==> config.mk <==
export PLATFORM = sky130hd
export DESIGN_NAME = i2c_master_transaction_sequencer_top
export DESIGN_NICKNAME = d
export VERILOG_FILES = /design/src/hw/rtl/i2cseq_pkg.sv /design/src/hw/rtl/i2cseq_in_reg.sv /design/src/hw/rtl/i2cseq_step.sv /design/src/hw/rtl/i2cseq_out_reg.sv /design/src/hw/rtl/i2c_master_transaction_sequencer_top.sv
export VERILOG_INCLUDE_DIRS = /design/src /design/src/hw/rtl
export SDC_FILE = /design/constraint.sdc
export NUM_CORES = 1
export LEC_CHECK = 0
export BUFFER_PORTS_ARGS = -buffer_cell sky130_fd_sc_hd__buf_2
export CAP_MARGIN = 15
export CORE_UTILIZATION = 24
export CTS_BUF_LIST = sky130_fd_sc_hd__clkbuf_16
export CTS_CLUSTER_SIZE = 10
export DETAILED_ROUTE_END_ITERATION = 16
export GPL_TIMING_DRIVEN = 0
export PLACE_DENSITY = 0.42
export SLEW_MARGIN = 25
export SYNTH_ARGS = -nofsm -noshare
export SYNTH_HDL_FRONTEND = slang
export SYNTH_HIERARCHICAL = 1
export SYNTH_SLANG_ARGS = --single-unit
==> constraint.sdc <==
create_clock -name clk -period 2.7 [get_ports clk]
set_input_delay 0.54 -clock clk [delete_from_list [all_inputs] [get_ports clk]]
set_output_delay 0.54 -clock clk [all_outputs]
set_load 0.03 [all_outputs]
==> src/hw/rtl/i2c_master_transaction_sequencer_top_assert.svh <==
// assertion macros for the i2c transfer sequencer
// expects signals named clk and rst in the module that uses them
`ifndef I2C_MASTER_TRANSACTION_SEQUENCER_TOP_ASSERT_SVH
`define I2C_MASTER_TRANSACTION_SEQUENCER_TOP_ASSERT_SVH

// same-cycle implication
`define I2CSEQ_ASSERT_IMPLY(label, ante, cons, msg) \
  label: assert property (@(posedge clk) disable iff (rst) (ante) |-> (cons)) \
    else $error(msg);

// next-cycle implication
`define I2CSEQ_ASSERT_NEXT(label, ante, cons, msg) \
  label: assert property (@(posedge clk) disable iff (rst) (ante) |=> (cons)) \
    else $error(msg);

`endif

==> src/hw/rtl/i2cseq_pkg.sv <==
// shared types and codes for the i2c transfer sequencer
// no dependencies
package i2cseq_pkg;

  // address byte direction bit
  localparam logic DIR_READ  = 1'b1;
  localparam logic DIR_WRITE = 1'b0;

  // item kind
  localparam logic ACT_COMMAND = 1'b0;
  localparam logic ACT_EVENT   = 1'b1;

  typedef enum logic [2:0] {
    CMD_NONE    = 3'd0,
    CMD_START   = 3'd1,
    CMD_SEND    = 3'd2,
    CMD_RX_ACK  = 3'd3,
    CMD_RX_NACK = 3'd4,
    CMD_STOP    = 3'd5,
    CMD_KEEP    = 3'd6,
    CMD_RELEASE = 3'd7
  } bus_cmd_t;

  typedef enum logic [2:0] {
    OUT_OK         = 3'd0,
    OUT_ADDR_NACK  = 3'd1,
    OUT_DATA_NACK  = 3'd2,
    OUT_ARB_LOST   = 3'd3,
    OUT_UNEXPECTED = 3'd4
  } outcome_t;

  typedef enum logic [3:0] {
    EV_START      = 4'd0,
    EV_RSTART     = 4'd1,
    EV_AW_ACK     = 4'd2,
    EV_DS_ACK     = 4'd3,
    EV_AW_NACK    = 4'd4,
    EV_DS_NACK    = 4'd5,
    EV_AR_ACK     = 4'd6,
    EV_DR_ACK     = 4'd7,
    EV_AR_NACK    = 4'd8,
    EV_DR_NACK    = 4'd9,
    EV_ARB_LOST   = 4'd10,
    EV_OTHER      = 4'd11
  } bus_event_t;

  typedef struct packed {
    logic       action;
    logic [6:0] slave_address;
    logic       read_not_write;
    logic [7:0] transfer_length;
    logic       stop_at_end;
    logic [3:0] bus_event;
    logic [7:0] rx_byte;
    logic [7:0] tx_byte;
  } item_t;

  typedef struct packed {
    bus_cmd_t   bus_command;
    logic [7:0] tx_value;
    logic       read_valid;
    logic [7:0] read_value;
    logic       finished;
    outcome_t   outcome;
  } result_t;

  typedef struct packed {
    logic       busy;
    logic [7:0] address_byte;
    logic [7:0] bytes_left;
    logic       end_with_stop;
    logic       reading;
  } seq_state_t;

endpackage

==> src/hw/rtl/i2cseq_in_reg.sv <==
// input stage: holds one accepted item until the decision logic takes it
// depends on i2cseq_pkg
module i2cseq_in_reg (
  input  logic                clk,
  input  logic                rst,
  input  logic                in_valid,
  output logic                in_ready,
  input  i2cseq_pkg::item_t   in_item,
  input  logic                advance,
  output logic                stage_valid,
  output i2cseq_pkg::item_t   stage_item
);

  logic load;

  // free when empty or when the held item moves on this cycle
  assign in_ready = !stage_valid || advance;
  assign load     = in_valid && in_ready;

  // occupancy flag
  always_ff @(posedge clk) begin
    if (rst) begin
      stage_valid <= 1'b0;
    end else if (load) begin
      stage_valid <= 1'b1;
    end else if (advance) begin
      stage_valid <= 1'b0;
    end
  end

  // payload
  always_ff @(posedge clk) begin
    if (load) begin
      stage_item <= in_item;
    end
  end

endmodule

==> src/hw/rtl/i2cseq_step.sv <==
// transfer state and per-item decision logic
// depends on i2cseq_pkg and the assertion macro header
`include "i2c_master_transaction_sequencer_top_assert.svh"

module i2cseq_step (
  input  logic                  clk,
  input  logic                  rst,
  input  logic                  fire,
  input  i2cseq_pkg::item_t     item,
  output i2cseq_pkg::result_t   res
);

  i2cseq_pkg::seq_state_t st;
  i2cseq_pkg::seq_state_t st_next;
  logic                   fin;
  i2cseq_pkg::outcome_t   fin_code;
  logic [7:0]             left_after;

  // count after taking a received byte, never below zero
  assign left_after = (st.bytes_left != 8'd0) ? st.bytes_left - 8'd1 : st.bytes_left;

  // decision for one item
  always_comb begin
    res         = '0;
    res.bus_command = i2cseq_pkg::CMD_NONE;
    res.outcome = i2cseq_pkg::OUT_OK;
    st_next     = st;
    fin         = 1'b0;
    fin_code    = i2cseq_pkg::OUT_OK;
    if (item.action == i2cseq_pkg::ACT_COMMAND) begin
      if (!st.busy) begin
        st_next.reading       = item.read_not_write;
        st_next.address_byte  = {item.slave_address,
                                 item.read_not_write ? i2cseq_pkg::DIR_READ
                                                     : i2cseq_pkg::DIR_WRITE};
        st_next.bytes_left    = item.transfer_length;
        st_next.end_with_stop = item.stop_at_end;
        st_next.busy          = 1'b1;
        res.bus_command       = i2cseq_pkg::CMD_START;
      end
    end else if (st.busy) begin
      case (item.bus_event)
        i2cseq_pkg::EV_START, i2cseq_pkg::EV_RSTART: begin
          res.bus_command = i2cseq_pkg::CMD_SEND;
          res.tx_value    = st.address_byte;
        end
        i2cseq_pkg::EV_AW_ACK, i2cseq_pkg::EV_DS_ACK: begin
          if (st.reading) begin
            fin      = 1'b1;
            fin_code = i2cseq_pkg::OUT_UNEXPECTED;
          end else if (st.bytes_left != 8'd0) begin
            res.bus_command    = i2cseq_pkg::CMD_SEND;
            res.tx_value       = item.tx_byte;
            st_next.bytes_left = st.bytes_left - 8'd1;
          end else begin
            fin = 1'b1;
          end
        end
        i2cseq_pkg::EV_AW_NACK: begin
          fin      = 1'b1;
          fin_code = st.reading ? i2cseq_pkg::OUT_UNEXPECTED : i2cseq_pkg::OUT_ADDR_NACK;
        end
        i2cseq_pkg::EV_DS_NACK: begin
          fin      = 1'b1;
          fin_code = st.reading ? i2cseq_pkg::OUT_UNEXPECTED : i2cseq_pkg::OUT_DATA_NACK;
        end
        i2cseq_pkg::EV_AR_ACK: begin
          if (!st.reading) begin
            fin      = 1'b1;
            fin_code = i2cseq_pkg::OUT_UNEXPECTED;
          end else begin
            res.bus_command = (st.bytes_left > 8'd1) ? i2cseq_pkg::CMD_RX_ACK
                                                     : i2cseq_pkg::CMD_RX_NACK;
          end
        end
        i2cseq_pkg::EV_DR_ACK: begin
          if (!st.reading) begin
            fin      = 1'b1;
            fin_code = i2cseq_pkg::OUT_UNEXPECTED;
          end else begin
            res.read_valid     = (st.bytes_left != 8'd0);
            res.read_value     = (st.bytes_left != 8'd0) ? item.rx_byte : 8'd0;
            st_next.bytes_left = left_after;
            // request the next byte or wrap up
            if (left_after > 8'd1) begin
              res.bus_command = i2cseq_pkg::CMD_RX_ACK;
            end else if (left_after == 8'd1) begin
              res.bus_command = i2cseq_pkg::CMD_RX_NACK;
            end else begin
              fin = 1'b1;
            end
          end
        end
        i2cseq_pkg::EV_AR_NACK: begin
          fin      = 1'b1;
          fin_code = st.reading ? i2cseq_pkg::OUT_ADDR_NACK : i2cseq_pkg::OUT_UNEXPECTED;
        end
        i2cseq_pkg::EV_DR_NACK: begin
          fin = 1'b1;
          if (!st.reading) begin
            fin_code = i2cseq_pkg::OUT_UNEXPECTED;
          end else begin
            res.read_valid     = (st.bytes_left != 8'd0);
            res.read_value     = (st.bytes_left != 8'd0) ? item.rx_byte : 8'd0;
            st_next.bytes_left = left_after;
          end
        end
        i2cseq_pkg::EV_ARB_LOST: begin
          res.bus_command = i2cseq_pkg::CMD_RELEASE;
          res.finished    = 1'b1;
          res.outcome     = i2cseq_pkg::OUT_ARB_LOST;
          st_next.busy    = 1'b0;
        end
        default: begin
          fin      = 1'b1;
          fin_code = i2cseq_pkg::OUT_UNEXPECTED;
        end
      endcase
      // common end of transfer
      if (fin) begin
        res.bus_command = st.end_with_stop ? i2cseq_pkg::CMD_STOP : i2cseq_pkg::CMD_KEEP;
        res.finished    = 1'b1;
        res.outcome     = fin_code;
        st_next.busy    = 1'b0;
      end
    end
  end

  // transfer state, updated once per item
  always_ff @(posedge clk) begin
    if (rst) begin
      st.busy          <= 1'b0;
      st.address_byte  <= 8'd0;
      st.bytes_left    <= 8'd0;
      st.end_with_stop <= 1'b1;
      st.reading       <= 1'b0;
    end else if (fire) begin
      st <= st_next;
    end
  end

  `I2CSEQ_ASSERT_NEXT(a_finish_clears_busy, fire && res.finished, !st.busy,
    "transfer still busy after it finished")
  `I2CSEQ_ASSERT_IMPLY(a_idle_event_silent,
    fire && !st.busy && item.action == i2cseq_pkg::ACT_EVENT,
    res == '0, "event while idle produced a result")
  `I2CSEQ_ASSERT_IMPLY(a_read_only_when_reading, fire && res.read_valid,
    st.busy && st.reading && st.bytes_left != 8'd0, "byte delivered outside a read")
  `I2CSEQ_ASSERT_NEXT(a_start_sets_busy, fire && res.bus_command == i2cseq_pkg::CMD_START,
    st.busy, "start issued without entering a transfer")

endmodule

==> src/hw/rtl/i2cseq_out_reg.sv <==
// result register toward the receiver
// depends on i2cseq_pkg
module i2cseq_out_reg (
  input  logic                  clk,
  input  logic                  rst,
  input  logic                  load,
  input  i2cseq_pkg::result_t   res,
  output logic                  can_take,
  output logic                  out_valid,
  input  logic                  out_ready,
  output i2cseq_pkg::result_t   held
);

  // room when empty or when the current beat leaves this cycle
  assign can_take = !out_valid || out_ready;

  // valid flag
  always_ff @(posedge clk) begin
    if (rst) begin
      out_valid <= 1'b0;
    end else if (load) begin
      out_valid <= 1'b1;
    end else if (out_ready) begin
      out_valid <= 1'b0;
    end
  end

  // payload
  always_ff @(posedge clk) begin
    if (load) begin
      held <= res;
    end
  end

endmodule

==> src/hw/rtl/i2c_master_transaction_sequencer_top.sv <==
// I2C master transfer sequencer, top level
// Input channel (in_valid/in_ready) carries either a transfer command
// (action 0: address, direction, length, stop flag) or a bus status event
// (action 1: event code plus received or next write byte).
// Output channel (out_valid/out_ready) returns exactly one beat per input
// beat: the next bus command, the byte to send, an optional received byte,
// and on the last beat of a transfer the finished flag and outcome code.
// Path: an accepted item is registered in the input register, passes the
// decision logic and is registered again in the result register, which
// drives out_valid. Throughput: one beat per cycle while the receiver
// keeps out_ready high.
// Reset clears both stage valid flags and returns the transfer state to
// idle with stop-at-end set; events before the next command return all-zero
// beats.
// When the receiver stalls the result register holds its beat, the input
// register keeps at most one more, and in_ready drops after that.
// Depends on i2cseq_pkg, i2cseq_in_reg, i2cseq_step, i2cseq_out_reg.
module i2c_master_transaction_sequencer_top (
  input  logic       clk,
  input  logic       rst,
  input  logic       in_valid,
  output logic       in_ready,
  input  logic       action,
  input  logic [6:0] slave_address,
  input  logic       read_not_write,
  input  logic [7:0] transfer_length,
  input  logic       stop_at_end,
  input  logic [3:0] bus_event,
  input  logic [7:0] rx_byte,
  input  logic [7:0] tx_byte,
  output logic       out_valid,
  input  logic       out_ready,
  output logic [2:0] bus_command,
  output logic [7:0] tx_value,
  output logic       read_valid,
  output logic [7:0] read_value,
  output logic       finished,
  output logic [2:0] outcome
);

  i2cseq_pkg::item_t   in_item;
  i2cseq_pkg::item_t   stage_item;
  i2cseq_pkg::result_t step_res;
  i2cseq_pkg::result_t held;
  logic                stage_valid;
  logic                can_take;
  logic                advance;

  // pack input fields
  assign in_item = '{action: action, slave_address: slave_address,
                     read_not_write: read_not_write, transfer_length: transfer_length,
                     stop_at_end: stop_at_end, bus_event: bus_event,
                     rx_byte: rx_byte, tx_byte: tx_byte};

  // item moves from input stage to result register
  assign advance = stage_valid && can_take;

  i2cseq_in_reg u_in_reg (
    .clk         (clk),
    .rst         (rst),
    .in_valid    (in_valid),
    .in_ready    (in_ready),
    .in_item     (in_item),
    .advance     (advance),
    .stage_valid (stage_valid),
    .stage_item  (stage_item)
  );

  i2cseq_step u_step (
    .clk  (clk),
    .rst  (rst),
    .fire (advance),
    .item (stage_item),
    .res  (step_res)
  );

  i2cseq_out_reg u_out_reg (
    .clk       (clk),
    .rst       (rst),
    .load      (advance),
    .res       (step_res),
    .can_take  (can_take),
    .out_valid (out_valid),
    .out_ready (out_ready),
    .held      (held)
  );

  // unpack result fields
  assign bus_command = held.bus_command;
  assign tx_value    = held.tx_value;
  assign read_valid  = held.read_valid;
  assign read_value  = held.read_value;
  assign finished    = held.finished;
  assign outcome     = held.outcome;

endmodule
==> impl_metrics.env <==
export IMPL_ant_nets=0
export IMPL_die_area_um2=15400
export IMPL_ctsLongestPathBuffers=2
export IMPL_switchingPower_uw=783
export IMPL_yosysTopAreaCellShare=0.520
export IMPL_grt_antenna_before_repair=0
export IMPL_average_routed_wire_per_standard_cell_um=14.1
export IMPL_start_kind="flip-flop"
export IMPL_combPwrFrac=0.138
export IMPL_seq_area_frac_synth=0.632
export IMPL_gr_usage_all_layers=0.112
export IMPL_route_detailed_vias_per_inst=4.51
export IMPL_die_width_um=124
export IMPL_synth_area_leaders="sky130_fd_sc_hd__edfxtp_1 52%, sky130_fd_sc_hd__dfxtp_1 11%, sky130_fd_sc_hd__nand2_1 3.9%, sky130_fd_sc_hd__a21oi_1 3.1%, sky130_fd_sc_hd__nor2_1 2.5%"
export IMPL_synthArstFlopShare=0
export IMPL_path_clk_slew_ps=60
export IMPL_hold_viol_final=0
export IMPL_final_cell_mix="70 x sky130_fd_sc_hd__buf_2, 62 x sky130_fd_sc_hd__edfxtp_1, 37 x sky130_fd_sc_hd__nand2_1, 24 x sky130_fd_sc_hd__nor2_1, 22 x sky130_fd_sc_hd__a21oi_1"
export IMPL_synth_main_ff_cell="sky130_fd_sc_hd__edfxtp_1"
export IMPL_cts_tree="done"
export IMPL_period_minus_slack_ps=2400
export IMPL_diodes=0
export IMPL_yosys_reg_bits=82
export IMPL_clock_insertion_delay_at_the_later_pin_of_the_skew_report_ps=340
export IMPL_post_layout_total_power_uw=2980
export IMPL_htree_num_levels=3
export IMPL_gr_total_overflow=0
export IMPL_grt_pass1_wl_um=12700
export IMPL_placedCellCount=555
export IMPL_layout_cells_most_common="sky130_fd_sc_hd__buf_2"
export IMPL_synthesis_nets=349
export IMPL_p_leak_uw=0.00162
export IMPL_floorplan_die_height_um=124
export IMPL_detailroute_via_count=2578
export IMPL_cts_sinks=82
export IMPL_min_path_type="input pin to flip-flop"
export IMPL_synth_edff_count=62
export IMPL_cp_required_ps=2760
export IMPL_yosys_area_top_type="sky130_fd_sc_hd__edfxtp_1"
export IMPL_worst_ir_drop_vdd_v=0.000281
export IMPL_synth_area_per_cell_um2=11.8
export IMPL_drt_drc_violations_left=0
export IMPL_drt_first_iter_violations=120
export IMPL_power_share_sequential=0.492
export IMPL_timing_fmax_mhz=417
export IMPL_drt_first_pass_iters=5
export IMPL_ctsRootBufferMaster="sky130_fd_sc_hd__clkbuf_16"
export IMPL_critical_path_class="flip-flop to flip-flop"
export IMPL_netSwitchingFraction=0.263
export IMPL_status="complete, no violations"
export IMPL_total_negative_setup_slack_ps=0
export IMPL_final_cell_count_no_fill=571
export IMPL_io_pin_count=68
export IMPL_grt_max_degree=39
export IMPL_max_slew_margin_rel=0.556
export IMPL_post_dp_hpwl_um=5590
export IMPL_post_route_design_area_um2=4440
export IMPL_max_cap_viol_count=0
export IMPL_post_synth_inst_count=303
export IMPL_floorplan_core_area_um2=14500
export IMPL_setup_violations=0
export IMPL_share_clk_of_total_power=0.370
export IMPL_fin_nets=428
export IMPL_actual_transition_at_the_worst_max_transition_pin_ps=663
export IMPL_synth_warning_count=6
export IMPL_post_cts_buffers=0
export IMPL_ys_types=55
export IMPL_area_growth_synth_to_finish_pct=24.0
export IMPL_power_per_cell_area_nw_per_um2=671
export IMPL_floorplan_initialDensity=0.246
export IMPL_dpl_instance_area_um2=4170
export IMPL_p_int_uw=2200
export IMPL_reg2reg_slack_ps=300
export IMPL_number_of_cell_rows=44
export IMPL_critical_path_endpoint_type="flip-flop"
export IMPL_worstPathMaxFanout=10
export IMPL_port_buffers=67
export IMPL_synth_area_um2=3580
export IMPL_tritoncts_num_buffers=9
export IMPL_final_period_utilization=0.889
export IMPL_slew_violations=0
export IMPL_place_congestion=0.760
export IMPL_drive_gt1_frac=0.266
export IMPL_unrepaired_setup_endpoints_after_global_routing="false"
export IMPL_drt_wl_total_um=8050
export IMPL_finClkSkew_ps=6.14
export IMPL_critical_path_arrival_ps=2460
export IMPL_grt_pass1_vias=2481
flip-flops by register name, summed over array words and instances, names as in the netlist:
register	cells
u_out_reg/out_valid	1
u_out_reg/held	24
u_in_reg/stage_item	38
u_in_reg/stage_valid	1
u_step/st	18
path summary, 6_finish.rpt:
check | start | to | cells past startpoint
setup / recovery | u_step/st[2]$_SDFFE_PP0P_ | u_out_reg/held[21]$_DFFE_PP_ | 10
hold / removal | rx_byte[5] | u_in_reg/stage_item[13]$_DFFE_PP_ | 1
setup reg to reg | u_step/st[2]$_SDFFE_PP0P_ | u_out_reg/held[21]$_DFFE_PP_ | 10
hold reg to reg | u_step/st[16]$_SDFFE_PP0P_ | u_step/st[16]$_SDFFE_PP0P_ | 2
layer usage:
layer	track usage	up-vias	share of wire
li1	-	1284	-
met4	0.0588	0	0.023
met5	0	-	0
met1	0.143	1216	0.47
met2	0.173	63	0.47
met3	0.0293	15	0.038
synthesized netlist by cell type (2+ instances only):
library cell and n:
sky130_fd_sc_hd__a211o_1 2, sky130_fd_sc_hd__a211oi_1 4, sky130_fd_sc_hd__a21o_1 2, sky130_fd_sc_hd__a21oi_1 22, sky130_fd_sc_hd__a21oi_2 2, sky130_fd_sc_hd__a22oi_1 8
sky130_fd_sc_hd__a31oi_1 2, sky130_fd_sc_hd__and2_1 14, sky130_fd_sc_hd__and3b_1 3, sky130_fd_sc_hd__buf_2 3, sky130_fd_sc_hd__buf_6 3, sky130_fd_sc_hd__clkbuf_1 9
sky130_fd_sc_hd__dfxtp_1 20, sky130_fd_sc_hd__edfxtp_1 62, sky130_fd_sc_hd__ha_1 4, sky130_fd_sc_hd__inv_1 10, sky130_fd_sc_hd__nand2_1 37, sky130_fd_sc_hd__nand2b_1 2
sky130_fd_sc_hd__nand2b_4 2, sky130_fd_sc_hd__nand3_1 2, sky130_fd_sc_hd__nand4_1 3, sky130_fd_sc_hd__nor2_1 24, sky130_fd_sc_hd__nor2_2 3, sky130_fd_sc_hd__nor2b_1 4
sky130_fd_sc_hd__nor3_1 7, sky130_fd_sc_hd__nor3_2 2, sky130_fd_sc_hd__nor3b_1 2, sky130_fd_sc_hd__o2111a_1 2, sky130_fd_sc_hd__o21a_1 2, sky130_fd_sc_hd__o21ai_0 10
sky130_fd_sc_hd__o21bai_1 2, sky130_fd_sc_hd__o31ai_1 4, sky130_fd_sc_hd__or3_1 3
critical path, stage by stage, from the launching register on:
cell and delay, ps:
sky130_fd_sc_hd__dfxtp_1 360, sky130_fd_sc_hd__buf_6 150, sky130_fd_sc_hd__inv_1 80, sky130_fd_sc_hd__ha_1 220
sky130_fd_sc_hd__clkbuf_2 200, sky130_fd_sc_hd__nor3_1 160, sky130_fd_sc_hd__o2111a_1 210, sky130_fd_sc_hd__a211o_1 150
sky130_fd_sc_hd__nand2_1 110, sky130_fd_sc_hd__o311ai_1 300, sky130_fd_sc_hd__o221ai_1 190
repair_timing:
action,CTS,global route
hold buffers,0,0
setup endpoints to repair,0,2
gates resized for setup,0,4
final cells by class:
class / count / area [µm²]
Buffer: 15 / 83.8
Clock buffer: 9 / 225
Clock inverter: 7 / 40.0
Fill cell: 1540 / 10100
Inverter: 10 / 37.5
Multi-Input combinational cell: 196 / 1210
Sequential cell: 82 / 2260
Tap cell: 184 / 230
Timing Repair Buffer: 68 / 355
power by group through the flow:
| stage | clock (µW) | sequential, µW | combinational [µW] |
|---|---|---|---|
| final | 1100 | 1470 | 411 |
| after global routing | 1190 | 1470 | 453 |
| after CTS | 1140 | 1470 | 413 |
| after detailed placement | 0 | 1490 | 411 |
| after global placement | 0 | 1490 | 405 |
| after floorplan | 0 | 1530 | 243 |
metrics by stage:
step                      utilization  hold slack (ps)  setup slack [ps]
after floorplan                     -              433               191
after global placement          0.285              446              -440
after detailed placement        0.287              450              85.1
after CTS                       0.305              355              71.5
after global routing            0.306              357              50.8
final                           0.306              369               300
logic make-up (layout without fill, tap and decap cells):
logic type | Yosys count | count (layout) | share of synthesized area
and+or+nand+nor | 114 | 114 | 0.171
DFF | 82 | 82 | 0.632
AOI/OAI and AO/OA | 77 | 77 | 0.147
buffers and inverters | 25 | 109 | 0.0335
adders and majority gates | 4 | 4 | 0.0140
muxes | 1 | 1 | 0.00279
(Power assumes the default switching activity.)
